## config.mk

```make
export PLATFORM = sky130hd
export DESIGN_NAME = biq_mul
export DESIGN_NICKNAME = d
export VERILOG_FILES = /design/src/hdl/biq_pkg.sv /design/src/hdl/biq_mul.sv
export SDC_FILE = /design/constraint.sdc
export NUM_CORES = 2
export LEC_CHECK = 0
export BUFFER_PORTS_ARGS = -buffer_cell sky130_fd_sc_hd__clkbuf_2
export CORE_ASPECT_RATIO = 0.5
export CORE_MARGIN = 3
export CORE_UTILIZATION = 35
export CTS_BUF_LIST = sky130_fd_sc_hd__clkbuf_4 sky130_fd_sc_hd__clkbuf_8
export DETAILED_ROUTE_END_ITERATION = 7
export HOLD_SLACK_MARGIN = 0.02
export SLEW_MARGIN = 10
export SYNTH_ARGS = -nofsm -noshare
export SYNTH_HDL_FRONTEND = slang
export SYNTH_SLANG_ARGS = --single-unit
```

## constraint.sdc

```tcl
create_clock -name i_clk -period 11.9 [get_ports i_clk]
set_clock_uncertainty 0.05 [all_clocks]
set_input_delay 2.38 -clock i_clk [delete_from_list [all_inputs] [get_ports i_clk]]
set_output_delay 2.38 -clock i_clk [all_outputs]
set_load 0.05 [all_outputs]
```

## src/hdl/biq_pkg.sv

```systemverilog
// Package with the widths, register indexes and configuration type of the biquad filter.
package biq_pkg;

    localparam int SAMPLE_WIDTH = 24;
    localparam int COEF_WIDTH   = 32;
    localparam int COEF_FRAC    = COEF_WIDTH - 8;
    localparam int MID_WIDTH    = 32;

    // Shared multiplier operand and product widths.
    localparam int MUL_A_W = (MID_WIDTH > SAMPLE_WIDTH) ? MID_WIDTH : SAMPLE_WIDTH;
    localparam int PROD_W  = MUL_A_W + COEF_WIDTH;

    // Five exact products of sample by coefficient need three guard bits.
    localparam int ACC_W = SAMPLE_WIDTH + COEF_WIDTH + 3;

    localparam int REG_COUNT  = 7;
    localparam int CFG_IDX_W  = $clog2(REG_COUNT);
    localparam int CFG_DATA_W = COEF_WIDTH;

    localparam logic [CFG_IDX_W-1:0] REG_ENABLE = CFG_IDX_W'(0);
    localparam logic [CFG_IDX_W-1:0] REG_GAIN   = CFG_IDX_W'(1);
    localparam logic [CFG_IDX_W-1:0] REG_A1     = CFG_IDX_W'(2);
    localparam logic [CFG_IDX_W-1:0] REG_A2     = CFG_IDX_W'(3);
    localparam logic [CFG_IDX_W-1:0] REG_B0     = CFG_IDX_W'(4);
    localparam logic [CFG_IDX_W-1:0] REG_B1     = CFG_IDX_W'(5);
    localparam logic [CFG_IDX_W-1:0] REG_B2     = CFG_IDX_W'(6);

    localparam logic [COEF_WIDTH-1:0] COEF_ONE = COEF_WIDTH'(1) << COEF_FRAC;

    typedef struct packed {
        logic                          filter_enable;
        logic signed [COEF_WIDTH-1:0]  norm_gain;
        logic signed [COEF_WIDTH-1:0]  fb_coef_1;
        logic signed [COEF_WIDTH-1:0]  fb_coef_2;
        logic signed [COEF_WIDTH-1:0]  ff_coef_0;
        logic signed [COEF_WIDTH-1:0]  ff_coef_1;
        logic signed [COEF_WIDTH-1:0]  ff_coef_2;
    } t_cfg;

endpackage

```

## src/hdl/biq_mul.sv

```systemverilog
// Shared signed multiplier with a registered product.
module biq_mul
    import biq_pkg::*;
(
    input  logic                         i_clk,
    input  logic signed [MUL_A_W-1:0]    i_a,
    input  logic signed [COEF_WIDTH-1:0] i_b,
    output logic signed [PROD_W-1:0]     o_prod
);

    logic signed [PROD_W-1:0] r_prod;

    always_ff @(posedge i_clk) begin
        r_prod <= PROD_W'(i_a) * PROD_W'(i_b);
    end

    assign o_prod = r_prod;

endmodule

```

==> implementation parameters <==
Parameter                              Value

Detailed routing
  Number of remaining DRC errors ... 0
  Detailed-route wire length per cell ... between 15 and 20 um
  Ratio of routed vias to standard cells ... roughly 4.9
  Via count ... 25800
  Post-route ant nets ... 0
  First drt pass iteration count ... 5
  Wire length after detailed routing ... just over 100 mm
  DRT iter0 DRCs ... about 1300

Logic synthesis
  Count of yosys warnings during synthesis ... 0
  Gate Count Post-Synth ... 3884
  Synth async-reset ratio ... 0%
  Mean Syn Cell Area ... 9.59 um2
  Biggest area consumer among synthesized cells ... sky130_fd_sc_hd__fa_1
  Most frequently used flop master after synthesis ... sky130_fd_sc_hd__dfxtp_1
  Net count after synthesis ... between 5000 and 6000
  Dominant cells by area after synthesis ... sky130_fd_sc_hd__fa_1, sky130_fd_sc_hd__inv_1, sky130_fd_sc_hd__and2_1
  Sequential area share after synthesis ... ~3.4%
  Combined area of all synthesized cells ... 37200 um2
  Share of the synthesized area in the top cell type ... between 50% and 60%
  Register bit total from synthesis ... 64
  Distinct cells, synth ... 63
  Count of flip-flops with a built-in enable after synthesis ... 0

Setup path
  Max incr delay on CP ... around 0.9 ns
  Type of origin of the critical path ... input pin
  Setup CP Type ... in -> reg
  Maximum fanout count along the critical path ... 32
  Dominant cell type by count on the critical path ... sky130_fd_sc_hd__fa_1
  Worst Path Required ... 12.25 ns
  Top delay family on crit path ... adder cells
  Critical Path Source ... i_a[31]
  Arr. time, crit path ... 11.06 ns
  Worst Setup End Kind ... flop
  Number of buffers and inverters on the critical path ... 8
  Cell at the slowest stage of the critical path ... sky130_fd_sc_hd__fa_1

Timing
  Pins Over Slew Limit ... 0
  Hold Vio Cnt, Final ... 0
  Count of endpoints failing setup in the final report ... 0
  Part of the cycle the worst path needs ... between 80% and 90%
  Worst Setup Slack, final ... roughly 1.2 ns
  Worst slew slack as a fraction of its limit ... 28.2%
  Top achievable clock speed ... approximately 93 MHz
  Post-Route Setup TNS ... 0 ns
  Slew at the pin closest to its max-slew limit ... ~1.1 ns
  Final critical delay including setup and external delays ... 10.70 ns
  RSZ-0062 raised after global routing ... false

Floorplanning
  Die span in x ... roughly 470 um
  Floorplan Core Area ... around 100000 um2
  Area enclosed by the die boundary ... about 110000 um2
  I/O Pins ... about 130
  Core Rows ... a little over 80
  Die height ... approximately 240 um
  Starting Density ... between 30% and 40%

CTS
  Total clock sinks ... 64
  Number of H-tree branching levels ... 3
  # resized after CTS ... 0
  Clock-pin slew of the registers on the worst-case setup and hold paths ... 0.08 ns
  Master cell of the clock root buffer ... sky130_fd_sc_hd__clkbuf_8
  Buffer depth of the longest clock path ... 2
  Total setup buffers inserted after CTS ... 0
  Count of hold buffers inserted by post-cts repair ... 0
  Number of CTS-inserted buffers ... 9
  TritonCTS clock tree ... built

Global route
  GRT Resource Usage Total ... between 10% and 20%
  Initial antenna violation count ... 6
  Overflow left after global routing ... 0
  Largest net degree at the start of global routing ... 33
  First-pass GRT wire length ... approximately 170 mm
  Number of global-route vias before repair ... roughly 30000

Run status
  Run status ... complete, no violations

Placement
  Port buffer count ... ~130
  Placer Congestion ... around 0.9
  Post-place setup slack ... about 0.7 ns
  Half-perimeter wire length after detailed placement ... 83.4 mm

Min path
  Type of the worst min-delay path ... in -> reg
  Start point of the worst hold path ... i_a[0]

Flow run
  Max-cap violation count ... 0

Cells and area
  Most common library cell in the layout ignoring fill and taps ... sky130_fd_sc_hd__fa_1
  Area growth from synthesis to final layout ... 5.49%
  Fin util ... 37.8%
  Most used cells in the layout excluding fill and tap cells ... sky130_fd_sc_hd__fa_1, sky130_fd_sc_hd__inv_1, sky130_fd_sc_hd__and2_1
  Filler cell count ... around 10000
  Post-layout net count ... a little over 5000
  Number of flip-flops in the largest register ... 64
  Fraction of final layout cells sized beyond drive strength 1 ... ~4.9%
cell usage after synthesis (all sizes together) (3+ instances only):
library cell,n
fa,1082
inv,952
and2,516
nand2,511
clkbuf,195
ha,184
a21oi,68
dfxtp,64
xnor2,53
nor2,42
o21ai,31
a21o,25
xor2,22
nand3,15
o21bai,15
a31oi,13
and3,9
nand2b,9
a211oi,8
nand4,7
nor3,7
o31ai,7
buf,5
or3,5
and4,4
o21a,4
a21boi,3
nor2b,3
o211ai,3
logic make-up (layout without fill, tap and decap cells):
family | count (synthesis) | after routing | synth area share [%]
compound gates | 193 | 193 | 3.46
xor+xnor | 75 | 75 | 1.76
fa+ha+maj | 1266 | 1266 | 64.3
buf+inv | 1152 | 1117 | 11.6
flops | 64 | 64 | 3.44
other cells | 0 | 3 | 0
simple gates | 1134 | 1134 | 15.4
area by class of cell:
| class | instances | area, um2 | area share, % |
|---|---|---|---|
| Clock inverter | 4 | 75.1 | 0.191 |
| Antenna cell | 3 | 7.51 | 0.0191 |
| Timing Repair Buffer | 149 | 798 | 2.03 |
| Multi-Input combinational cell | 2668 | 31600 | 80.5 |
| Clock buffer | 12 | 165 | 0.420 |
| Inverter | 952 | 3570 | 9.10 |
| Tap cell | 1402 | 1750 | 4.46 |
| Sequential cell | 64 | 1280 | 3.26 |
stage by stage:
step,instances,hold WS [ns],area (um2)
CTS,5251,2.27,39300
global placement,5235,2.83,39000
finish,5254,2.36,39300
detailed placement,5235,2.83,39000
floorplan,3884,2.46,37200
global route,5254,2.33,39300
path summary, 6_finish.rpt:
kind	end	slack (ns)	cells past startpoint
worst min-delay path	o_prod[0]$_DFF_P_	2.36	2
worst max-delay path	o_prod[62]$_DFF_P_	1.20	25
per-layer routing:
layer / GRT usage (%) / wire, um
met5: 0 / 0
met3: 2.81 / 4890
met2: 35.6 / 55000
met1: 23.3 / 39300
met4: 7.55 / 4090
Power is left out: the tool's default activity adds up to more than one toggle a clock period on the data nets, which glitch-free logic cannot reach.
