## config.mk

```make
export PLATFORM = sky130hd
export DESIGN_NAME = biq_cfg
export DESIGN_NICKNAME = d
export VERILOG_FILES = /design/src/hdl/biq_pkg.sv /design/src/hdl/biq_cfg.sv
export SDC_FILE = /design/constraint.sdc
export NUM_CORES = 1
export LEC_CHECK = 0
export ABC_AREA = 1
export ABC_CLOCK_PERIOD_IN_PS = 1800
export BUFFER_PORTS_ARGS = -buffer_cell sky130_fd_sc_hd__buf_2
export CORE_MARGIN = 4
export CORE_UTILIZATION = 35
export CTS_CLUSTER_DIAMETER = 60
export DETAILED_ROUTE_END_ITERATION = 10
export GPL_ROUTABILITY_DRIVEN = 0
export PLACE_DENSITY_LB_ADDON = 0.3
export SETUP_SLACK_MARGIN = 0.3
export SLEW_MARGIN = 20
export SYNTH_ARGS = -nofsm -noshare
export SYNTH_HDL_FRONTEND = slang
export SYNTH_SLANG_ARGS = --single-unit
```

## constraint.sdc

```tcl
create_clock -name i_clk -period 1.8 [get_ports i_clk]
set_input_delay 0.36 -clock i_clk [delete_from_list [all_inputs] [get_ports i_clk]]
set_output_delay 0.36 -clock i_clk [all_outputs]
set_load 0.02 [all_outputs]
```

## src/hdl/biq_pkg.sv

```systemverilog
// Package with the widths, register indexes and configuration type of the biquad filter.
package biq_pkg;

    localparam int SAMPLE_WIDTH = 24;
    localparam int COEF_WIDTH   = 32;
    localparam int COEF_FRAC    = COEF_WIDTH - 8;
    localparam int MID_WIDTH    = 32;

    // Shared multiplier operand and product widths.
    localparam int MUL_A_W = (MID_WIDTH > SAMPLE_WIDTH) ? MID_WIDTH : SAMPLE_WIDTH;
    localparam int PROD_W  = MUL_A_W + COEF_WIDTH;

    // Five exact products of sample by coefficient need three guard bits.
    localparam int ACC_W = SAMPLE_WIDTH + COEF_WIDTH + 3;

    localparam int REG_COUNT  = 7;
    localparam int CFG_IDX_W  = $clog2(REG_COUNT);
    localparam int CFG_DATA_W = COEF_WIDTH;

    localparam logic [CFG_IDX_W-1:0] REG_ENABLE = CFG_IDX_W'(0);
    localparam logic [CFG_IDX_W-1:0] REG_GAIN   = CFG_IDX_W'(1);
    localparam logic [CFG_IDX_W-1:0] REG_A1     = CFG_IDX_W'(2);
    localparam logic [CFG_IDX_W-1:0] REG_A2     = CFG_IDX_W'(3);
    localparam logic [CFG_IDX_W-1:0] REG_B0     = CFG_IDX_W'(4);
    localparam logic [CFG_IDX_W-1:0] REG_B1     = CFG_IDX_W'(5);
    localparam logic [CFG_IDX_W-1:0] REG_B2     = CFG_IDX_W'(6);

    localparam logic [COEF_WIDTH-1:0] COEF_ONE = COEF_WIDTH'(1) << COEF_FRAC;

    typedef struct packed {
        logic                          filter_enable;
        logic signed [COEF_WIDTH-1:0]  norm_gain;
        logic signed [COEF_WIDTH-1:0]  fb_coef_1;
        logic signed [COEF_WIDTH-1:0]  fb_coef_2;
        logic signed [COEF_WIDTH-1:0]  ff_coef_0;
        logic signed [COEF_WIDTH-1:0]  ff_coef_1;
        logic signed [COEF_WIDTH-1:0]  ff_coef_2;
    } t_cfg;

endpackage

```

## src/hdl/biq_cfg.sv

```systemverilog
// Configuration register file holding the enable, gain and coefficients.
module biq_cfg
    import biq_pkg::*;
(
    input  logic                  i_clk,
    input  logic                  i_rst_n,
    input  logic                  i_cfg_we,
    input  logic [CFG_IDX_W-1:0]  i_cfg_idx,
    input  logic [CFG_DATA_W-1:0] i_cfg_data,
    output t_cfg                  o_cfg
);

    t_cfg r_cfg;

    always_ff @(posedge i_clk) begin
        if (!i_rst_n) begin
            r_cfg.filter_enable <= 1'b0;
            r_cfg.norm_gain     <= COEF_ONE;
            r_cfg.fb_coef_1     <= '0;
            r_cfg.fb_coef_2     <= '0;
            r_cfg.ff_coef_0     <= COEF_ONE;
            r_cfg.ff_coef_1     <= '0;
            r_cfg.ff_coef_2     <= '0;
        end else if (i_cfg_we) begin
            case (i_cfg_idx)
                REG_ENABLE: r_cfg.filter_enable <= i_cfg_data[0];
                REG_GAIN:   r_cfg.norm_gain     <= i_cfg_data[COEF_WIDTH-1:0];
                REG_A1:     r_cfg.fb_coef_1     <= i_cfg_data[COEF_WIDTH-1:0];
                REG_A2:     r_cfg.fb_coef_2     <= i_cfg_data[COEF_WIDTH-1:0];
                REG_B0:     r_cfg.ff_coef_0     <= i_cfg_data[COEF_WIDTH-1:0];
                REG_B1:     r_cfg.ff_coef_1     <= i_cfg_data[COEF_WIDTH-1:0];
                REG_B2:     r_cfg.ff_coef_2     <= i_cfg_data[COEF_WIDTH-1:0];
                default: begin
                    // Writes beyond the register list are dropped.
                end
            endcase
        end
    end

    assign o_cfg = r_cfg;

endmodule

```

==> results of run 1 <==
[final timing paths]
check	from	endpoint	slack, ps	cells past startpoint
setup / recovery	o_cfg[181]	o_cfg[181]	430	1
hold / removal	i_cfg_data[24]	o_cfg[184]	180	3
setup reg to reg	o_cfg[181]	o_cfg[181]	1190	2
hold reg to reg	o_cfg[113]	o_cfg[113]	480	2
[worst register-to-register path, stage by stage (launching register included)]
cell and delay, ps:
dfxtp_1 350, nor2_1 120, nor2_1 50
[cell usage after synthesis, drive strengths merged]
cell type	n	area share (%)
nor2	391	20
nand2	201	10
dfxtp	193	51
nand3	193	13
buf	56	3.5
inv	38	1.9
clkbuf	21	1.0
a21oi	1	0.066
o21ai	1	0.066
[logic make-up (layout without fill, tap and decap cells)]
logic type | count (synthesis) | count (layout) | synth area share (%)
compound gates | 2 | 2 | 0.132
flops | 193 | 193 | 51.0
buf+inv | 115 | 331 | 6.42
simple gates | 785 | 785 | 42.4
[metrics by stage]
stage	std cells	worst slack, ps
finish	1586	428
global route	1586	392
CTS	1586	407
detailed placement	1554	270
global placement	1554	309
floorplan	1095	559
[cell type report]
class | instances | area [um^2]
tap | 275 | 344
inverter | 38 | 144
fill | 2197 | 11400
timing repair buffer | 261 | 1520
sequential | 193 | 3860
clock buffer | 21 | 460
clock inverter | 11 | 199
multi-input combinational | 787 | 3270
[power breakdown]
group | switching (mW) | internal, mW | leakage (nW)
clock | 1.71 | 2.56 | 0.311
sequential | 0.0828 | 4.42 | 1.57
combinational | 0.797 | 0.368 | 2.92
[per-layer routing]
layer	GRT usage, %	vias up
met5	0	-
met4	6.81	2
met3	6.04	38
met2	32.9	252
met1	26.1	3397
li1	-	3808
==> reports/metrics.yaml, run 1 <==
max-slew-margin-rel_pct: 73.5
rows: 53
area_delta_synth_final_pct: 29.3
clkTransAtPathRegs_ps: 70
antenna_cells: 0
drc: 0
top_layer: "met5"
grt_pass1_vias: 6985
rsz0062_at_grt: "false"
critical_path_class: "register to output pin"
p_per_area_mw_per_mm2: 1010
clockBufferDepth: 2
cts-resized-gates: 0
dr_total_vias: 7497
fmax_mhz: 729
core-area_mm2: 0.0212
peakVddDrop_v: 0.000607
clk_latency_ps: 420
wl_met1_um: 10600
critPathTopFamily: "flip-flops"
cp-end-kind: "output pin"
hold_viol: 0
period_share_pct: 76.2
yosysSeqAreaShare_pct: 51.0
min_period_ps: 1370
overflow: 0
cap_violations: 0
antenna_left: 0
start_util_pct: 35.8
dr_wl_met2_um: 11500
port_buffers: 230
h-tree-depth: 4
final_util_pct: 46.3
detail_route.wl_per_cell_um: 15.6
path_cells: "buf_2"
die_h_um: 155
grtUsageTotal_pct: 20.4
final_common_cell: "nor2_1"
setup_violations: 0
cts_sinks: 193
drt_iter0_drc: 512
synth_seq_cells: 193
synth_cell_types: 13
hold_buffers: 0
wl_um: 24700
layout-drive-gt1-share_pct: 23.2
io_pins: 231
required_ps: 1440
total_power_mw: 9.94
wl_met3_um: 2000
grt_pass1_wl_um: 38800
largest_register_ffs: 193
outcome: "complete, no violations"
worst_pin_slew_ps: 397
crit_fanout: 2
synth_nets: 1133
critPathMaxStageDelay_ps: 390
hold_path.class: "primary input to register"
grt_max_degree: 65
via_per_inst: 4.73
ctsRootBufferMaster: "clkbuf_16"
placed_cell_area_mm2: 0.00914
holdWs_ps: 180
worst_ep_arrival_time_ps: 1010
fin_area_mm2: 0.00979
drt-pass1-iter-count: 5
syn_area_mm2: 0.00758
mostFrequentLayoutCells: "nor2_1 (381), buf_2 (229), nand2_1 (201)"
netlist_instances: 1095
grt_antenna_before_repair: 1
numCtsBuffers: 17
maxSlewViolCount: 0
dieArea_mm2: 0.0241
cts_setup_buffers: 0
hpwl_um: 16800
nets: 1336
tns_ps: 0
cp_slowest_cell: "dfxtp_1"
yosysWarnings: 0
cts_tree: "done"
avgSynthCellArea_um2: 6.92
worst_setup_path_start_kind: "register"
fin_worst_skew_ps: 0
cp_num_buf_inv: 1
p_leak_nw: 4.80
die_w_um: 155
Power figures use the tool's default switching activity.
==> run 2: changes to the inputs <==
ABC_CLOCK_PERIOD_IN_PS = 1200   (was 1800)
clock period = 1.2 ns   (was 1.8 ns; I/O delays follow)
==> reports/metrics.yaml, run 2 (synthesis gave the netlist of run 1 again) <==
outcome: "complete, no violations"
clk_latency_ps: 430
h-tree-depth: 4
grtUsageTotal_pct: 21.4
hpwl_um: 17100
rr_endpoint: "o_cfg[147]"
peakVddDrop_v: 0.000954
crit_fanout: 2
cp_slowest_cell: "dfxtp_2"
max-slew-margin-rel_pct: 75.7
min_period_ps: 1160
hold_path.class: "primary input to register"
clkTransAtPathRegs_ps: 80
wl_um: 26400
min_to: "o_cfg[88]"
path_cells: "buf_6"
fin_area_mm2: 0.0115
grt_pass1_vias: 7190
wl_met1_um: 11300
cts_tree: "done"
rows: 53
critPathMaxStageDelay_ps: 370
die_w_um: 155
dr_total_vias: 7758
cp_num_buf_inv: 1
worst_setup_path_start_kind: "register"
rsz0062_at_grt: "true"
holdWs_ps: 80.4
tns_ps: 0
detail_route.wl_per_cell_um: 16.4
drt_iter0_drc: 623
dr_wl_met2_um: 12400
top_layer: "met4"
cp-end-kind: "output pin"
hold_buffers: 0
area_delta_synth_final_pct: 52.3
fin_worst_skew_ps: 0
worst_ep_arrival_time_ps: 920
maxSlewViolCount: 0
p_per_area_mw_per_mm2: 1260
clockBufferDepth: 2
nets: 1354
hold_viol: 0
r2r-start: "o_cfg[147]"
final_util_pct: 54.5
io_pins: 231
layout-drive-gt1-share_pct: 40.1
ctsRootBufferMaster: "clkbuf_16"
die_h_um: 155
overflow: 0
final_common_cell: "nor2_1"
p_leak_nw: 5.15
drc: 0
port_buffers: 230
largest_register_ffs: 193
cts_sinks: 193
fmax_mhz: 865
drt-pass1-iter-count: 8
dieArea_mm2: 0.0241
setup_violations: 0
grt_antenna_before_repair: 0
worst_pin_slew_ps: 365
period_share_pct: 96.3
critical_path_class: "register to output pin"
total_power_mw: 14.6
whs_path_depth: 3
wl_met3_um: 2280
start_util_pct: 35.8
grt_pass1_wl_um: 40700
numCtsBuffers: 17
n_fill_cell: 1906
grt_max_degree: 53
via_per_inst: 4.83
core-area_mm2: 0.0212
placed_cell_area_mm2: 0.00940
required_ps: 960
antenna_left: 0
mostFrequentLayoutCells: "nor2_1 (381), nand2_1 (199), buf_6 (194)"
rrSetupSlack_ps: 470
reg2reg_depth: 3
critPathTopFamily: "flip-flops"
hold_start: "i_cfg_data[24]"
cap_violations: 0
## run 2: cell count changes in the layout (fill, tap and decap cells not counted), moves of 6 or more
cell,change
buf_2,-193
nand3_1,-13
buf_4,+6
buf_12,+11
buf_6,+193
nand3_2,+13
dfxtp_2,+193
dfxtp_1,-193
## run 2: stage by stage
step,cells,setup WS (ps)
global placement,1560,-93.0
global route,1604,-1.54
detailed placement,1560,-141
finish,1605,44.0
floorplan,1095,243
CTS,1596,14.3
## run 2: repair_timing
action,CTS,global route
gates cloned,0,1
buffers inserted,4,7
endpoints found under the setup margin,193,251
gates resized for setup,579,2
## run 2: final cells by class
class | count | area (um^2) | area share (%)
clock inverter | 15 | 149 | 1.29
timing repair buffer | 279 | 3010 | 26.1
antenna | 1 | 2.50 | 0.0217
tap | 275 | 344 | 2.98
inverter | 38 | 153 | 1.32
clock buffer | 17 | 425 | 3.69
multi-input combinational | 787 | 3340 | 29.0
sequential | 193 | 4110 | 35.6
## run 2: routing by layer
metal / global-route usage [%] / vias to the layer above
li1: - / 3848
met1: 28.0 / 3586
met2: 34.0 / 297
met3: 6.84 / 27
met4: 6.06 / 0
met5: 0 / -
## run 2: worst max-delay path by stage
stage | start | endpoint | slack (ps) | depth (start not counted)
3_3_place_gp | i_cfg_we | o_cfg[145] | -90 | 6
2_1_floorplan | i_cfg_we | o_cfg[130] | 240 | 7
6_report | o_cfg[72] | o_cfg[72] | 40 | 1
3_5_place_dp | i_cfg_we | o_cfg[151] | -140 | 6
5_1_grt | o_cfg[72] | o_cfg[72] | -2 | 1
4_1_cts | o_cfg[72] | o_cfg[72] | 10 | 1
## run 2: report_power, final
part           switching (mW)  leakage, nW  total (mW)  internal (mW)
Sequential              0.179         1.66        6.85           6.67
Combinational            1.26         3.22        2.13          0.877
Clock                    2.81        0.273        5.58           2.77
==> run 3: changes to the inputs <==
CORE_UTILIZATION = 46   (was 35)
==> reports/metrics.yaml, run 3 (synthesis gave the netlist of run 1 again) <==
outcome: "complete, no violations"
p_leak_nw: 5.19
final_common_cell: "nor2_1"
drt_iter0_drc: 650
hpwl_um: 15900
dr_total_vias: 8020
cp_num_buf_inv: 1
io_pins: 231
rr_endpoint: "o_cfg[169]"
grt_max_degree: 66
crit_start: "o_cfg[95]"
min_period_ps: 1170
port_buffers: 230
critPathMaxStageDelay_ps: 360
grt_pass1_wl_um: 40000
detail_route.wl_per_cell_um: 16.7
place_ws_ps: -86.4
cp-end-kind: "output pin"
largest_register_ffs: 193
peakVddDrop_v: 0.00100
h-tree-depth: 4
holdWs_ps: 52.1
n_fill_cell: 1187
rrSetupSlack_ps: 370
hold_path.class: "primary input to register"
clockBufferDepth: 2
worst_pin_slew_ps: 333
p_per_area_mw_per_mm2: 1340
critPathTopFamily: "flip-flops"
cts_sinks: 193
regArea_mm2: 0.00411
mostFrequentLayoutCells: "nor2_1 (381), nand2_1 (199), buf_6 (195)"
dp.cells: 1496
rsz0062_at_grt: "true"
hold_start: "i_cfg_data[24]"
wl_um: 25900
rows: 46
r2r-start: "o_cfg[169]"
area_delta_synth_final_pct: 51.8
max-slew-margin-rel_pct: 77.8
die_h_um: 136
whs_path_depth: 3
cap_violations: 0
die_w_um: 136
via_per_inst: 5.17
numCtsBuffers: 17
fin_cells: 1550
worst_ep_arrival_time_ps: 930
reg2reg_depth: 4
cp_slowest_cell: "dfxtp_2"
drc: 0
antenna_left: 0
dieArea_mm2: 0.0186
worst_slack_ps: 30.5
crit_fanout: 2
maxSlewViolCount: 0
fmax_mhz: 855
grt_antenna_before_repair: 2
critical_path_class: "register to output pin"
grtUsageTotal_pct: 27.5
multi_input_area_mm2: 0.00333
grt_pass1_vias: 7621
start_util_pct: 47.3
overflow: 0
setup_violations: 0
hold_viol: 0
nets: 1357
core-area_mm2: 0.0160
drt-pass1-iter-count: 5
worst_setup_path_start_kind: "register"
period_share_pct: 97.5
min_to: "o_cfg[184]"
total_power_mw: 15.4
ctsRootBufferMaster: "clkbuf_16"
layout-drive-gt1-share_pct: 40.2
fin_worst_skew_ps: 0
clk_latency_ps: 440
clkTransAtPathRegs_ps: 70
cts_tree: "done"
path_cells: "buf_6"
required_ps: 960
-- run 3: changes by cell type in the layout (fill, tap and decap cells not counted), sizes merged --
cell	delta
clkinvlp	-1
bufinv	+5
diode	+1
buf	+4
clkinv	-5
-- run 3: power by group --
group          total (mW)  leakage (nW)  internal (mW)  switching, mW
Sequential           6.86          1.66           6.67          0.184
Clock                6.44         0.320           3.80           2.64
Combinational        2.11          3.22          0.861           1.25
-- run 3: layout make-up --
cell class	instances	area share [%]
clock buffers	18	3.82
inverters	38	1.31
flip-flops and latches	193	35.7
multi-input cells	787	29.0
diodes	2	0.0435
clock inverters	14	1.96
well taps	216	2.35
repair buffers	282	25.8
-- run 3: through the flow --
stage	cell area, um^2	util [%]	TNS [ps]
floorplan	7830	-	0
global placement	9230	57.7	-991
detailed placement	9230	57.7	-5860
CTS	11400	71.3	0
global route	11500	71.9	0
finish	11500	71.9	0
-- run 3: worst max path at each step --
stage	to	slack, ps	depth (start not counted)
after CTS	o_cfg[95]	20	1
after floorplan	o_cfg[130]	240	7
after global routing	o_cfg[120]	10	1
final	o_cfg[95]	30	1
after detailed placement	o_cfg[134]	-90	6
after global placement	o_cfg[128]	-40	6
-- run 3: metal layers --
metal / wire [um] / share of wire [%] / track usage (%)
met3: 2200 / 8.5 / 7.22
met2: 12900 / 50 / 46.9
met4: 592 / 2.3 / 11.1
met1: 10200 / 39 / 33.0
met5: 0 / 0 / 0
-- run 3: repair_timing --
item                                    CTS  global route
endpoints found under the setup margin  193           209
hold buffers                              0             0
gates resized for setup                 579             2
buffers inserted                          9            11
